==> src/rtl/firc_pkg.sv <==
// Package for the FIR convolver: fixed field widths, codes, state type and
// the control structs passed from the sequencer to the tap cells and the MAC.
// No dependencies.
package firc_pkg;

  localparam int TAP_COUNT_W = 7;
  localparam int TAP_INDEX_W = 6;
  localparam int CFG_DATA_W  = 32;
  localparam int CFG_ADDR_W  = 3;
  localparam int ACC_MAX_W   = 64;

  // Request action codes.
  localparam logic ACT_FILTER = 1'b0;
  localparam logic ACT_LOAD   = 1'b1;

  // Register index, taken from paddr bit 2.
  localparam logic REG_TAP_COUNT = 1'b0;

  typedef enum logic [1:0] {
    ST_IDLE,
    ST_ROTATE,
    ST_DRAIN,
    ST_EMIT
  } firc_state_e;

  typedef struct packed {
    logic                   clear;
    logic                   load;
    logic                   shift;
    logic                   rotate;
    logic [TAP_INDEX_W-1:0] tap_index;
  } firc_cell_ctrl_t;

  typedef struct packed {
    logic clear;
    logic mul_en;
  } firc_mac_ctrl_t;

endpackage

==> src/rtl/firc_if.sv <==
// Handshake interfaces for the FIR convolver request and result channels.
// Depends on firc_pkg for the tap index width.
interface firc_in_if
  import firc_pkg::*;
#(
  parameter int SAMPLE_WIDTH = 16,
  parameter int COEF_WIDTH   = 16
);
  logic                           valid;
  logic                           ready;
  logic                           action;
  logic signed [SAMPLE_WIDTH-1:0] sample;
  logic        [TAP_INDEX_W-1:0]  tap_index;
  logic signed [COEF_WIDTH-1:0]   tap_value;
  logic                           block_end;

  modport source (output valid, action, sample, tap_index, tap_value, block_end,
                  input ready);
  modport sink (input valid, action, sample, tap_index, tap_value, block_end,
                output ready);
endinterface

interface firc_out_if #(
  parameter int SAMPLE_WIDTH = 16
);
  logic                           valid;
  logic                           ready;
  logic signed [SAMPLE_WIDTH-1:0] filtered_sample;
  logic                           clipped;
  logic                           block_end_out;

  modport source (output valid, filtered_sample, clipped, block_end_out,
                  input ready);
  modport sink (input valid, filtered_sample, clipped, block_end_out,
                output ready);
endinterface

==> src/rtl/fir_convolver.sv <==
// Direct-form FIR filter with a loadable impulse response: top level with
// the tap cell chain, the MAC, the sequencer and the APB register.
// Depends on firc_pkg, firc_if, firc_cell and firc_mac.
//
// Usage. Requests arrive on in_i (valid/ready). A load request writes one
// coefficient into the cell named by tap_index and clears the sample
// history; it produces no result. A filter request
// shifts its sample into the delay line and yields one result on out_o:
// the rounded, saturated Q1.15 sum, a clipped flag and the block marker.
// With tap_count zero the sample is copied straight through and the history
// is left alone.
// Sequencing. The sum is formed by rotating the whole chain of MAX_TAPS
// cells once past a single multiplier at cell 0: a filter request passes
// through the rotate, drain and emit states to the output register, and a
// bypass request goes straight to the emit state. The next request is
// taken only once the result is in the output register. Only one request
// is in flight at a time.
// Reset clears the history and tap_count; coefficients must be loaded
// before use. If the receiver stalls, one result waits in the output
// register and a further request is still taken and computed; it then waits
// until the register frees up, holding in_i not ready.
module fir_convolver
  import firc_pkg::*;
#(
  parameter int MAX_TAPS     = 64,
  parameter int SAMPLE_WIDTH = 16,
  parameter int COEF_WIDTH   = 16
) (
  input  logic                  clk_i,
  input  logic                  rst_ni,
  firc_in_if.sink               in_i,
  firc_out_if.source            out_o,
  input  logic                  psel,
  input  logic                  penable,
  input  logic                  pwrite,
  input  logic [CFG_ADDR_W-1:0] paddr,
  input  logic [CFG_DATA_W-1:0] pwdata,
  output logic [CFG_DATA_W-1:0] prdata,
  output logic                  pready
);

  // Accumulator is wide enough never to overflow, capped at 64 bits where
  // the arithmetic wraps anyway.
  localparam int ACC_FULL_W = SAMPLE_WIDTH + COEF_WIDTH + $clog2(MAX_TAPS) + 1;
  localparam int ACC_W      = (ACC_FULL_W > ACC_MAX_W) ? ACC_MAX_W : ACC_FULL_W;
  localparam int CNT_W      = $clog2(MAX_TAPS + 1);

  // ---------------------------------------------------------------------
  // Configuration register
  // ---------------------------------------------------------------------
  logic [TAP_COUNT_W-1:0] tap_count_q;
  logic                   cfg_wr;

  assign pready = 1'b1;
  assign cfg_wr = psel && penable && pwrite && (paddr[2] == REG_TAP_COUNT);

  always_ff @(posedge clk_i or negedge rst_ni) begin
    if (!rst_ni) begin
      tap_count_q <= '0;
    end else if (cfg_wr) begin
      tap_count_q <= pwdata[TAP_COUNT_W-1:0];
    end
  end

  assign prdata = (paddr[2] == REG_TAP_COUNT) ? CFG_DATA_W'(tap_count_q) : '0;

  // ---------------------------------------------------------------------
  // Sequencer
  // ---------------------------------------------------------------------
  firc_state_e      state_q, state_d;
  logic [CNT_W-1:0] step_q, step_d;
  logic             in_acc, out_load, last_step, step_used;
  logic             bypass_q, bypass_d;
  logic             bend_q;
  logic signed [SAMPLE_WIDTH-1:0] byp_sample_q;
  firc_cell_ctrl_t  cell_ctrl;
  firc_mac_ctrl_t   mac_ctrl;

  logic                           out_valid_q;
  logic signed [SAMPLE_WIDTH-1:0] out_sample_q;
  logic                           out_clip_q, out_bend_q;
  logic signed [SAMPLE_WIDTH-1:0] mac_y;
  logic                           mac_clip;

  assign in_acc    = in_i.valid && in_i.ready;
  assign last_step = (int'(step_q) == MAX_TAPS - 1);
  // Taps beyond tap_count (or beyond the chain) add nothing.
  assign step_used = (int'(step_q) < int'(tap_count_q));
  // The output register takes a new result when empty or being emptied.
  assign out_load  = (state_q == ST_EMIT) && (!out_valid_q || out_o.ready);

  // Next-state logic.
  always_comb begin
    state_d  = state_q;
    step_d   = step_q;
    bypass_d = bypass_q;
    case (state_q)
      ST_IDLE: begin
        if (in_acc && (in_i.action == ACT_FILTER)) begin
          step_d = '0;
          if (tap_count_q == '0) begin
            bypass_d = 1'b1;
            state_d  = ST_EMIT;
          end else begin
            bypass_d = 1'b0;
            state_d  = ST_ROTATE;
          end
        end
      end
      ST_ROTATE: begin
        step_d = step_q + CNT_W'(1);
        if (last_step) begin
          state_d = ST_DRAIN;
        end
      end
      ST_DRAIN: begin
        state_d = ST_EMIT;
      end
      ST_EMIT: begin
        if (out_load) begin
          state_d = ST_IDLE;
        end
      end
      default: begin
        state_d = ST_IDLE;
      end
    endcase
  end

  // Output and control logic. In the idle state ready is high, so a valid
  // request there is an accepted one.
  always_comb begin
    in_i.ready          = 1'b0;
    cell_ctrl           = '0;
    cell_ctrl.tap_index = in_i.tap_index;
    mac_ctrl            = '0;
    case (state_q)
      ST_IDLE: begin
        in_i.ready = 1'b1;
        if (in_i.valid) begin
          if (in_i.action == ACT_LOAD) begin
            cell_ctrl.clear = 1'b1;
            cell_ctrl.load  = 1'b1;
          end else if (tap_count_q != '0) begin
            cell_ctrl.shift = 1'b1;
            mac_ctrl.clear  = 1'b1;
          end
        end
      end
      ST_ROTATE: begin
        cell_ctrl.rotate = 1'b1;
        mac_ctrl.mul_en  = step_used;
      end
      ST_DRAIN, ST_EMIT: begin
        cell_ctrl.rotate = 1'b0;
      end
      default: begin
        in_i.ready = 1'b0;
      end
    endcase
  end

  always_ff @(posedge clk_i or negedge rst_ni) begin
    if (!rst_ni) begin
      state_q     <= ST_IDLE;
      step_q      <= '0;
      bypass_q    <= 1'b0;
      out_valid_q <= 1'b0;
    end else begin
      state_q  <= state_d;
      step_q   <= step_d;
      bypass_q <= bypass_d;
      if (out_load) begin
        out_valid_q <= 1'b1;
      end else if (out_o.ready) begin
        out_valid_q <= 1'b0;
      end
    end
  end

  always_ff @(posedge clk_i) begin
    if (in_acc) begin
      bend_q       <= in_i.block_end;
      byp_sample_q <= in_i.sample;
    end
    if (out_load) begin
      out_sample_q <= bypass_q ? byp_sample_q : mac_y;
      out_clip_q   <= bypass_q ? 1'b0 : mac_clip;
      out_bend_q   <= bend_q;
    end
  end

  assign out_o.valid           = out_valid_q;
  assign out_o.filtered_sample = out_sample_q;
  assign out_o.clipped         = out_clip_q;
  assign out_o.block_end_out   = out_bend_q;

  // ---------------------------------------------------------------------
  // Tap cell chain. A shift moves samples towards higher cells; a rotate
  // moves both sample and coefficient one cell down, wrapping at the end,
  // so that after MAX_TAPS rotations every cell is back where it started.
  // ---------------------------------------------------------------------
  logic signed [SAMPLE_WIDTH-1:0] x_w [MAX_TAPS];
  logic signed [COEF_WIDTH-1:0]   h_w [MAX_TAPS];

  for (genvar i = 0; i < MAX_TAPS; i++) begin : g_cell
    logic signed [SAMPLE_WIDTH-1:0] shift_src;
    if (i == 0) begin : g_head
      assign shift_src = in_i.sample;
    end else begin : g_body
      assign shift_src = x_w[i-1];
    end

    firc_cell #(
      .SAMPLE_WIDTH (SAMPLE_WIDTH),
      .COEF_WIDTH   (COEF_WIDTH),
      .CELL_INDEX   (i)
    ) u_cell (
      .clk_i     (clk_i),
      .rst_ni    (rst_ni),
      .ctrl_i    (cell_ctrl),
      .coef_i    (in_i.tap_value),
      .shift_x_i (shift_src),
      .rot_x_i   (x_w[(i + 1) % MAX_TAPS]),
      .rot_h_i   (h_w[(i + 1) % MAX_TAPS]),
      .x_o       (x_w[i]),
      .h_o       (h_w[i])
    );
  end

  firc_mac #(
    .SAMPLE_WIDTH (SAMPLE_WIDTH),
    .COEF_WIDTH   (COEF_WIDTH),
    .ACC_W        (ACC_W)
  ) u_mac (
    .clk_i  (clk_i),
    .rst_ni (rst_ni),
    .ctrl_i (mac_ctrl),
    .x_i    (x_w[0]),
    .h_i    (h_w[0]),
    .y_o    (mac_y),
    .clip_o (mac_clip)
  );

`ifndef SYNTH
  // A filter request with taps in use starts a fresh rotation.
  a_rotate_start: assert property (@(posedge clk_i) disable iff (!rst_ni)
    (in_acc && (in_i.action == ACT_FILTER) && (tap_count_q != '0))
    |=> (state_q == ST_ROTATE) && (step_q == '0))
    else $error("rotation did not start after filter request");

  // The rotation step never runs past the chain.
  a_step_range: assert property (@(posedge clk_i) disable iff (!rst_ni)
    (state_q == ST_ROTATE) |-> (int'(step_q) < MAX_TAPS))
    else $error("rotation step out of range");

  // A load request leaves the newest history sample cleared.
  a_load_clears: assert property (@(posedge clk_i) disable iff (!rst_ni)
    (in_acc && (in_i.action == ACT_LOAD)) |=> (x_w[0] == '0))
    else $error("history not cleared by load");

  // A new result only appears from the emit state.
  a_result_src: assert property (@(posedge clk_i) disable iff (!rst_ni)
    $rose(out_valid_q) |-> ($past(state_q) == ST_EMIT))
    else $error("result appeared outside emit state");
`endif

endmodule

==> src/rtl/firc_cell.sv <==
// One tap cell of the FIR chain: holds one delay-line sample and one
// coefficient. Depends on firc_pkg for the control struct.
module firc_cell
  import firc_pkg::*;
#(
  parameter int SAMPLE_WIDTH = 16,
  parameter int COEF_WIDTH   = 16,
  parameter int CELL_INDEX   = 0
) (
  input  logic                           clk_i,
  input  logic                           rst_ni,
  input  firc_cell_ctrl_t                ctrl_i,
  input  logic signed [COEF_WIDTH-1:0]   coef_i,
  input  logic signed [SAMPLE_WIDTH-1:0] shift_x_i,
  input  logic signed [SAMPLE_WIDTH-1:0] rot_x_i,
  input  logic signed [COEF_WIDTH-1:0]   rot_h_i,
  output logic signed [SAMPLE_WIDTH-1:0] x_o,
  output logic signed [COEF_WIDTH-1:0]   h_o
);

  logic signed [SAMPLE_WIDTH-1:0] x_d, x_q;
  logic signed [COEF_WIDTH-1:0]   h_d, h_q;
  logic                           hit;

  assign hit = ctrl_i.load && (int'(ctrl_i.tap_index) == CELL_INDEX);

  always_comb begin
    x_d = x_q;
    if (ctrl_i.clear) begin
      x_d = '0;
    end else if (ctrl_i.shift) begin
      x_d = shift_x_i;
    end else if (ctrl_i.rotate) begin
      x_d = rot_x_i;
    end
  end

  always_comb begin
    h_d = h_q;
    if (hit) begin
      h_d = coef_i;
    end else if (ctrl_i.rotate) begin
      h_d = rot_h_i;
    end
  end

  // The history resets to zero; coefficients are undefined until loaded.
  always_ff @(posedge clk_i or negedge rst_ni) begin
    if (!rst_ni) begin
      x_q <= '0;
    end else begin
      x_q <= x_d;
    end
  end

  always_ff @(posedge clk_i) begin
    h_q <= h_d;
  end

  assign x_o = x_q;
  assign h_o = h_q;

endmodule

==> src/rtl/firc_mac.sv <==
// Multiply-accumulate unit at the head of the FIR chain, with Q1.15 rounding
// and saturation of the final sum. Depends on firc_pkg.
module firc_mac
  import firc_pkg::*;
#(
  parameter int SAMPLE_WIDTH = 16,
  parameter int COEF_WIDTH   = 16,
  parameter int ACC_W        = 40
) (
  input  logic                           clk_i,
  input  logic                           rst_ni,
  input  firc_mac_ctrl_t                 ctrl_i,
  input  logic signed [SAMPLE_WIDTH-1:0] x_i,
  input  logic signed [COEF_WIDTH-1:0]   h_i,
  output logic signed [SAMPLE_WIDTH-1:0] y_o,
  output logic                           clip_o
);

  localparam int PROD_W = SAMPLE_WIDTH + COEF_WIDTH;
  localparam logic [ACC_W-1:0] Half = ACC_W'(1) << (COEF_WIDTH - 2);

  logic signed [PROD_W-1:0] prod_q;
  logic                     prod_vld_q;
  logic signed [ACC_W-1:0]  acc_d, acc_q;
  logic signed [ACC_W-1:0]  prod_ext;
  logic signed [ACC_W-1:0]  rounded, shifted, y_max, y_min;

  assign prod_ext = ACC_W'(prod_q);

  always_comb begin
    acc_d = acc_q;
    if (ctrl_i.clear) begin
      acc_d = '0;
    end else if (prod_vld_q) begin
      acc_d = acc_q + prod_ext;
    end
  end

  always_ff @(posedge clk_i or negedge rst_ni) begin
    if (!rst_ni) begin
      prod_vld_q <= 1'b0;
    end else begin
      prod_vld_q <= ctrl_i.mul_en;
    end
  end

  always_ff @(posedge clk_i) begin
    prod_q <= x_i * h_i;
    acc_q  <= acc_d;
  end

  // Add half an LSB, then floor by an arithmetic shift.
  assign rounded = acc_q + $signed(Half);
  assign shifted = rounded >>> (COEF_WIDTH - 1);
  assign y_max   = $signed({{(ACC_W - SAMPLE_WIDTH + 1){1'b0}}, {(SAMPLE_WIDTH - 1){1'b1}}});
  assign y_min   = ~y_max;

  always_comb begin
    clip_o = 1'b0;
    y_o    = shifted[SAMPLE_WIDTH-1:0];
    if (shifted > y_max) begin
      clip_o = 1'b1;
      y_o    = y_max[SAMPLE_WIDTH-1:0];
    end else if (shifted < y_min) begin
      clip_o = 1'b1;
      y_o    = y_min[SAMPLE_WIDTH-1:0];
    end
  end

endmodule

==> src/flat_wrapper.sv <==
// flat-port wrapper written by rule: the top's interface ports become plain ports
module fir_convolver_flat import firc_pkg::*;
#(
  parameter int MAX_TAPS     = 64,
  parameter int SAMPLE_WIDTH = 16,
  parameter int COEF_WIDTH   = 16
)
  (clk_i, rst_ni, psel, penable, pwrite, paddr, pwdata, prdata, pready, in_i_valid, in_i_action, in_i_sample, in_i_tap_index, in_i_tap_value, in_i_block_end, in_i_ready, out_o_valid, out_o_filtered_sample, out_o_clipped, out_o_block_end_out, out_o_ready);
  firc_in_if #(.SAMPLE_WIDTH(SAMPLE_WIDTH), .COEF_WIDTH(COEF_WIDTH)) in_i_i ();
  firc_out_if #(.SAMPLE_WIDTH(SAMPLE_WIDTH)) out_o_i ();
  input  logic clk_i;
  input  logic rst_ni;
  input  logic psel;
  input  logic penable;
  input  logic pwrite;
  input  logic [CFG_ADDR_W-1:0] paddr;
  input  logic [CFG_DATA_W-1:0] pwdata;
  output logic [CFG_DATA_W-1:0] prdata;
  output logic pready;
  input wire logic [$bits(in_i_i.valid)-1:0] in_i_valid;
  input wire logic [$bits(in_i_i.action)-1:0] in_i_action;
  input wire logic [$bits(in_i_i.sample)-1:0] in_i_sample;
  input wire logic [$bits(in_i_i.tap_index)-1:0] in_i_tap_index;
  input wire logic [$bits(in_i_i.tap_value)-1:0] in_i_tap_value;
  input wire logic [$bits(in_i_i.block_end)-1:0] in_i_block_end;
  output wire logic [$bits(in_i_i.ready)-1:0] in_i_ready;
  output wire logic [$bits(out_o_i.valid)-1:0] out_o_valid;
  output wire logic [$bits(out_o_i.filtered_sample)-1:0] out_o_filtered_sample;
  output wire logic [$bits(out_o_i.clipped)-1:0] out_o_clipped;
  output wire logic [$bits(out_o_i.block_end_out)-1:0] out_o_block_end_out;
  input wire logic [$bits(out_o_i.ready)-1:0] out_o_ready;
  assign in_i_i.valid = in_i_valid;
  assign in_i_i.action = in_i_action;
  assign in_i_i.sample = in_i_sample;
  assign in_i_i.tap_index = in_i_tap_index;
  assign in_i_i.tap_value = in_i_tap_value;
  assign in_i_i.block_end = in_i_block_end;
  assign in_i_ready = in_i_i.ready;
  assign out_o_valid = out_o_i.valid;
  assign out_o_filtered_sample = out_o_i.filtered_sample;
  assign out_o_clipped = out_o_i.clipped;
  assign out_o_block_end_out = out_o_i.block_end_out;
  assign out_o_i.ready = out_o_ready;
  fir_convolver #(.MAX_TAPS(MAX_TAPS), .SAMPLE_WIDTH(SAMPLE_WIDTH), .COEF_WIDTH(COEF_WIDTH)) u_core (.clk_i(clk_i), .rst_ni(rst_ni), .in_i(in_i_i), .out_o(out_o_i), .psel(psel), .penable(penable), .pwrite(pwrite), .paddr(paddr), .pwdata(pwdata), .prdata(prdata), .pready(pready));
endmodule
==> config.mk <==
export PLATFORM = sky130hd
export DESIGN_NAME = fir_convolver_flat
export DESIGN_NICKNAME = d
export VERILOG_FILES = /design/src/rtl/firc_pkg.sv /design/src/rtl/firc_if.sv /design/src/rtl/fir_convolver.sv /design/src/rtl/firc_cell.sv /design/src/rtl/firc_mac.sv /design/src/flat_wrapper.sv
export SDC_FILE = /design/constraint.sdc
export NUM_CORES = 2
export LEC_CHECK = 0
export ABC_CLOCK_PERIOD_IN_PS = 9600
export BUFFER_PORTS_ARGS = -buffer_cell sky130_fd_sc_hd__buf_2
export CORE_AREA = 2 2 489 491
export CTS_CLUSTER_SIZE = 16
export DETAILED_ROUTE_END_ITERATION = 12
export DIE_AREA = 0 0 491 493
export MAX_ROUTING_LAYER = met4
export PLACE_DENSITY_LB_ADDON = 0.1
export SLEW_MARGIN = 10
export SYNTH_ARGS = -nofsm -noshare
export SYNTH_HDL_FRONTEND = slang
export SYNTH_HIERARCHICAL = 1
export SYNTH_SLANG_ARGS = --single-unit
==> constraint.sdc <==
create_clock -name clk_i -period 9.6 [get_ports clk_i]
set_input_delay 0.96 -clock clk_i [delete_from_list [all_inputs] [get_ports clk_i]]
set_output_delay 0.96 -clock clk_i [all_outputs]
set_load 0.02 [all_outputs]
* Word-level counts from Yosys, hierarchy flattened *
Cells that the tools add are included.
Widths: inputs -> output; s select.

word-level totals
  bits of input ports = 82
  logic and storage cells = 712
  output and inout bits = 53
  register bits after elaboration = 2173

cells by class
  bitwise operators = 2
  equal/unequal tests = 70
  multipliers = 1
  reduce and logical (&&, ||, !) cells = 146
  mux-type cells = 346
  order comparisons = 3
  $add $sub $neg = 3

operators with widths
  cell                    number
  $mux 16                 323
  $eq 6x6->1 const B      32
  $reduce_bool 2->1       66
  $eq 6x5->1 const B      16
  $logic_and 1x1->1       70
  $eq 6x4->1 const B      8
  $add 39x16->39 const B  1
  $add 39x32->39          1
  $mul 16x16->32          1
  $eq 6x3->1 const B      4
  $gt 24x16->1 const B    1
  $lt 24x16->1 const B    1
  $mux 7                  2
  $pmux 7 s2              1
  $eq 6x2->1 const B      2
  $mux 1                  12
  $mux 2                  5
  $pmux 2 s4              1
  $add 7x1->7 const B     1
  $eq 7x7->1 const B      1
  $logic_not 7->1         1
  $lt 7x7->1              1
  $reduce_bool 7->1       1
  $eq 6x1->1 const B      1
  other kinds (12)        18

* Logic depth before layout (Yosys ltp) *
  word-level depth = 7
  depth in mapped cells = 23
  mapped depth without buffers = 22

* Cells and area by module *
The synthesis kept the hierarchy.

by module, submodules not included
  module                                    seq. area each (sq um)  cells each  instances  area an instance (sq um)
  firc_cell (u_core.g_cell[19].u_cell ...)  880.8                   106         12         1576.5
  firc_mac                                  1446.4                  1646        1          14545.2
  firc_cell (u_core.g_cell[17].u_cell ...)  880.8                   106         8          1587.8
  firc_cell (u_core.g_cell[10].u_cell ...)  880.8                   107         8          1574.0
  firc_cell (u_core.g_cell[23].u_cell ...)  880.8                   107         8          1550.2
  firc_cell (u_core.g_cell[55].u_cell ...)  880.8                   107         4          1604.0
  firc_cell (u_core.g_cell[1].u_cell ...)   880.8                   107         4          1585.3
  firc_cell (u_core.g_cell[49].u_cell ...)  880.8                   106         4          1585.3
  firc_cell (u_core.g_cell[53].u_cell ...)  880.8                   106         4          1574.0
  firc_cell (u_core.g_cell[51].u_cell ...)  880.8                   108         2          1581.5
  firc_cell (u_core.g_cell[12].u_cell ...)  880.8                   107         2          1579.0
  firc_cell (u_core.g_cell[16].u_cell ...)  880.8                   106         2          1577.8
  firc_cell (u_core.g_cell[31].u_cell ...)  880.8                   107         2          1539.0
  fir_convolver                             1501.4                  210         1          2677.6
  +4 rows                                   n/a                     n/a         n/a        n/a

* Worst setup path before layout *
OpenSTA, ideal clock, no wires.

  path type = reg2reg
  start point = register u_core.state_q[0]
  end point = register u_core.g_cell[55].u_cell.h_q[0] (enable)
  buffers on the path = 2
  cell stages (with the launch flop) = 9
  slack = 2.414 ns
  clock period less this slack = 7.186 ns
  library setup time = 0.373 ns
  arrival = 6.813 ns
  required time = 9.227 ns
  path through = dfrtp_1 > inv_1 > ha_1 > clkbuf_1 > and3_1 > nand3_1 > nor2_8 > buf_6 > or2_1

RTL lines
  element                 line                  source
  start, declared         fir_convolver.sv:70   firc_state_e state_q, state_d;
  start signal, assigned  fir_convolver.sv:170  state_q <= state_d;
  end signal, assigned    firc_cell.sv:57       h_q <= h_d;
  end, declared           firc_cell.sv:22       logic signed [COEF_WIDTH-1:0] h_d, h_q;

* Final worst setup path *
  start point = register u_core.g_cell[0].u_cell.x_q[15]
  end point = register u_core.u_mac.prod_q[30]

between the ends
  cells in the longest elaborated chain, start to end = 1

ends and longest elaborated chain
  element                 line             source
  start, declared         firc_cell.sv:21  logic signed [SAMPLE_WIDTH-1:0] x_d, x_q;
  start signal, assigned  firc_cell.sv:50  x_q <= '0;
  start signal, assigned  firc_cell.sv:52  x_q <= x_d;
  $mul 16x16->32          firc_mac.sv:48   prod_q <= x_i * h_i;
  end signal, assigned    firc_mac.sv:48
  end, declared           firc_mac.sv:22   logic signed [PROD_W-1:0] prod_q;

No other way between the ends.
A chain may end at the register's enable or synchronous reset.

==> results.txt <==
- Switching fraction of total power: 0.367
- At the worst endpoint, the arrival time is 7820 ps.
- In this run, post-CTS repair resized a total of 0 instances.
- Once detail routing completed, the nets flagged for antenna violations numbered 0.
* Crit path kind: reg -> reg
- Area share of the largest cell type after synthesis: 0.269
- Most common cell in the netlist: sky130_fd_sc_hd__mux2_2
- Capture instance of the worst register-to-register path: u_core/u_mac/prod_q[30]
- Part of the Yosys area used for sequential elements: 0.502
- Power share of the clock group: 0.212
* Total GRT Usage: 0.193
* Gate Count Post-Synth: 8674
* Fin. max-slew vios: 0
- CTS tree: yes
- Pin count of the biggest net entering global routing: 218
- Net Sw Power: 15.8 mW
- Layout Nets: 9040
- Total negative setup slack: 0 ps
- At the pin with the least slew margin, the transition time is 1220 ps.
- WP data required: 10340 ps
- Width of the chip: 491 um
- For this configuration, the core starts out at a cell density of 0.498.
- Share of flip-flops with an asynchronous set or reset: 0.480
* WHS: 183 ps
- Start point of the critical path: u_core/g_cell[0].u_cell/x_o[15]
- Count of standard-cell rows: 179
* Core ar.: 0.237 mm^2
* FF-to-FF Start: u_core/g_cell[0].u_cell/x_o[15]
* Worst-case clock buffer depth: 3
- Primary flip-flop cell chosen by synthesis mapping: sky130_fd_sc_hd__edfxtp_1
- Initial antenna violation count: 7
* Maximum vdd ir drop: 0.771 mV
- Number of sinks driven by the clock tree: 2173
- After detailed routing, the total wire length is 227000 um.
- For flop-to-flop paths, the worst setup slack is 2520 ps.
- The number of global-route vias before repair was 68600.
- Tightest slew margin relative to the limit: 0.186
- Area growth, synth to finish: 8.62%
- After the first detailed-routing iteration, the DRC count stood at 3953.
* Hold-fix buffers, CTS: 0
- After clock tree synthesis, the clock-pin slew on the worst setup and hold paths is 60 ps.
* Clock latency at the later pin of the worst-skew pair: 870 ps
* Number of distinct library cell variants in the gate-level netlist after synthesis: 96
- Fill cells in the final layout number 19700.
- Internal power comes to 27.2 mW.
* Run status: finished, final reports clean
- The Yosys step of the flow raised 6 warnings.
- Number of setup violations in the final report: 0
* Routed wire length per instance: 19.0 um
- Unrepaired setup endpoints after global routing: no
- I/O pin cnt: 135
* Endpoints failing hold: 0
- Each instance of the synthesized netlist takes up on average 13.6 um^2.
- Across the whole layout, storage elements account for 0.0593 mm^2.
* GP Congestion: 0.822
- The routed layout has 65300 vias.
- Count of TritonRoute iterations in the first routing pass: 5
- Post-CTS timing repair inserted 0 buffers for setup.
* Power share of the sequential group: 0.336
- In this run the number of H-tree levels came out at 4.
- STA classifies the critical path endpoint as a flop.
* Max-cap violations: 0
- In the routed design, unresolved DRC markers number 0.
* Root buf cell: sky130_fd_sc_hd__clkbuf_16
- Nature of the critical path startpoint: flop
- Number of enable-type register cells in the synthesized netlist: 1059
* Vias per cell: 5.47
* Post-layout minimum cycle time: 7080 ps
* Total power consumption of the routed design: 43.0 mW
- End-of-flow core utilization: 0.541
- Max Clock Freq: 141 MHz
* PwrDens: 336 mW/mm^2
- The tightest min-delay check is of the in -> async type.
- Yosys attributes the largest share of cell area to sky130_fd_sc_hd__edfxtp_1, sky130_fd_sc_hd__dfrtp_1, sky130_fd_sc_hd__mux2_2.
- Of the cells placed in the final design, the portion with a size suffix greater than 1 is 0.304.
- Die Outline Area: 0.242 mm^2
- Post-synth design cell area: 0.118 mm^2
- The count of buffers added on input and output ports is 81.
* Power share of the combinational group: 0.452
- Final HPWL DP: 134000 um
* Leakage dissipation: 56.2 nW
* Flip-flop and latch count after synthesis: 2173
- Synth cell count leaders: sky130_fd_sc_hd__mux2_2, sky130_fd_sc_hd__nor2_1, sky130_fd_sc_hd__edfxtp_1
- Counting cells, the worst reg-to-reg path comes to 19.
- Wire length of the first global-routing pass: 375000 um
- Grt total ovfl: 0
- Tcrit/Tclk final: 0.738
- The floorplan step set the die height to 493 um.
- Combined area of the multi-input logic cells: 0.0546 mm^2
- CTS Buf Count: 232
- Fin Clk Skew: 57.6 ps
- Of all nets on the critical path, the largest fanout is 20.
- Area leader, netlist: sky130_fd_sc_hd__edfxtp_1
layer usage:
metal	routed length (um)	global-route usage	vias to the layer above
met4	4040	0.0411	0
met5	0	-	-
met3	7730	0.0272	318
met1	107000	0.261	33500
met2	109000	0.309	784
li1	-	-	30700
power by group through the flow:
stage / clock network [mW] / registers [mW] / logic, mW
floorplan: 0 / 14.0 / 15.6
global placement: 0 / 14.6 / 19.4
detailed placement: 0 / 14.6 / 19.6
CTS: 9.42 / 14.5 / 19.7
global route: 9.78 / 14.7 / 21.9
finish: 9.13 / 14.5 / 19.4
through the flow:
stage | setup WS [ps] | instances | area, um^2
final | 2520 | 11900 | 128000
after global routing | 2140 | 11900 | 128000
after CTS | 2420 | 11900 | 128000
after detailed placement | 2510 | 11500 | 120000
after global placement | 2570 | 11500 | 120000
after floorplan | 2410 | 8698 | 118000
registers in the layout (all words and copies together) (netlist names):
| register | flops |
|---|---|
| u_core/out_o.valid | 1 |
| u_core/u_mac/acc_q | 39 |
| u_core/bypass_q | 1 |
| u_core/out_o.clipped | 1 |
| u_core/tap_count_q | 7 |
| u_core/bend_q | 1 |
| u_core/g_cell.u_cell/x_o | 1024 |
| u_core/state_q | 2 |
| u_core/u_mac/prod_q | 32 |
| u_core/out_o.block_end_out | 1 |
| u_core/out_o.filtered_sample | 16 |
| u_core/byp_sample_q | 16 |
| u_core/step_q | 7 |
| u_core/g_cell.u_cell/h_o | 1024 |
| u_core/u_mac/prod_vld_q | 1 |
critical path, cell delays in order, from the launching register on:
cell                      delay (ps)
sky130_fd_sc_hd__dfrtp_1        1040
sky130_fd_sc_hd__nand2_1         240
sky130_fd_sc_hd__inv_1           190
sky130_fd_sc_hd__fa_1            560
sky130_fd_sc_hd__fa_1            910
sky130_fd_sc_hd__fa_1            540
sky130_fd_sc_hd__fa_1            510
sky130_fd_sc_hd__fa_1            490
sky130_fd_sc_hd__inv_1            50
sky130_fd_sc_hd__fa_1            470
sky130_fd_sc_hd__inv_1            40
sky130_fd_sc_hd__ha_1            210
sky130_fd_sc_hd__or3_1           450
sky130_fd_sc_hd__a31oi_1         200
sky130_fd_sc_hd__o21ai_0         120
sky130_fd_sc_hd__nor2_1          160
sky130_fd_sc_hd__a21oi_1         100
sky130_fd_sc_hd__or3_1           360
sky130_fd_sc_hd__a21oi_1         180
sky130_fd_sc_hd__xnor2_1         130
layout by cell type (no fill, tap or decap), drive strengths merged, types with 7 or more instances in the layout:
cell type     n
nand4b       37
mux2       2072
nand2b       60
diode         8
nor3         29
dfxtp        71
o21a         13
xnor2        52
a211oi       19
clkinvlp      9
dfrtp      1043
bufinv       26
and2        133
mux2i      1050
ha          133
fa          263
nand4        32
inv         311
nor4         10
or2b          7
xor2         30
nor2b        17
a21o         36
buf         166
o21bai       14
a31oi        12
nor3b         8
clkinv       80
a21oi        56
or2          19
conb         26
and4bb       20
edfxtp     1059
nand2       184
o21ai        68
nor2       1142
and3         10
nor4b        17
clkbuf      316
nand3        49
how the worst max path moves through the flow:
stage                                                  to  slack, ps
after global routing              u_core/u_mac/prod_q[30]       2140
after detailed placement          u_core/u_mac/prod_q[30]       2510
after CTS                         u_core/u_mac/prod_q[30]       2420
final                             u_core/u_mac/prod_q[30]       2520
after global placement            u_core/u_mac/prod_q[30]       2570
after floorplan           u_core/g_cell[55].u_cell/h_o[0]       2410
kinds of logic after synthesis:
family	Yosys count	synth area share
buffers and inverters	844	0.0356
AND/OR/NAND/NOR	1793	0.0804
flip-flops	2173	0.502
multiplexers	3122	0.302
other	2	0.0000636
XOR/XNOR	82	0.00608
adder cells (fa/ha/maj)	396	0.0587
AO/OA/AOI/OAI	262	0.0149
final cells by class:
| class | instances | share of cell area |
|---|---|---|
| repair buffers | 166 | 0.0102 |
| clock buffers | 316 | 0.0498 |
| inverters | 308 | 0.00902 |
| clock inverters | 118 | 0.0112 |
| multi-input cells | 5681 | 0.426 |
| diodes | 8 | 0.000156 |
| well taps | 3167 | 0.0309 |
| flip-flops and latches | 2173 | 0.463 |
Power figures use the tool's default switching activity.
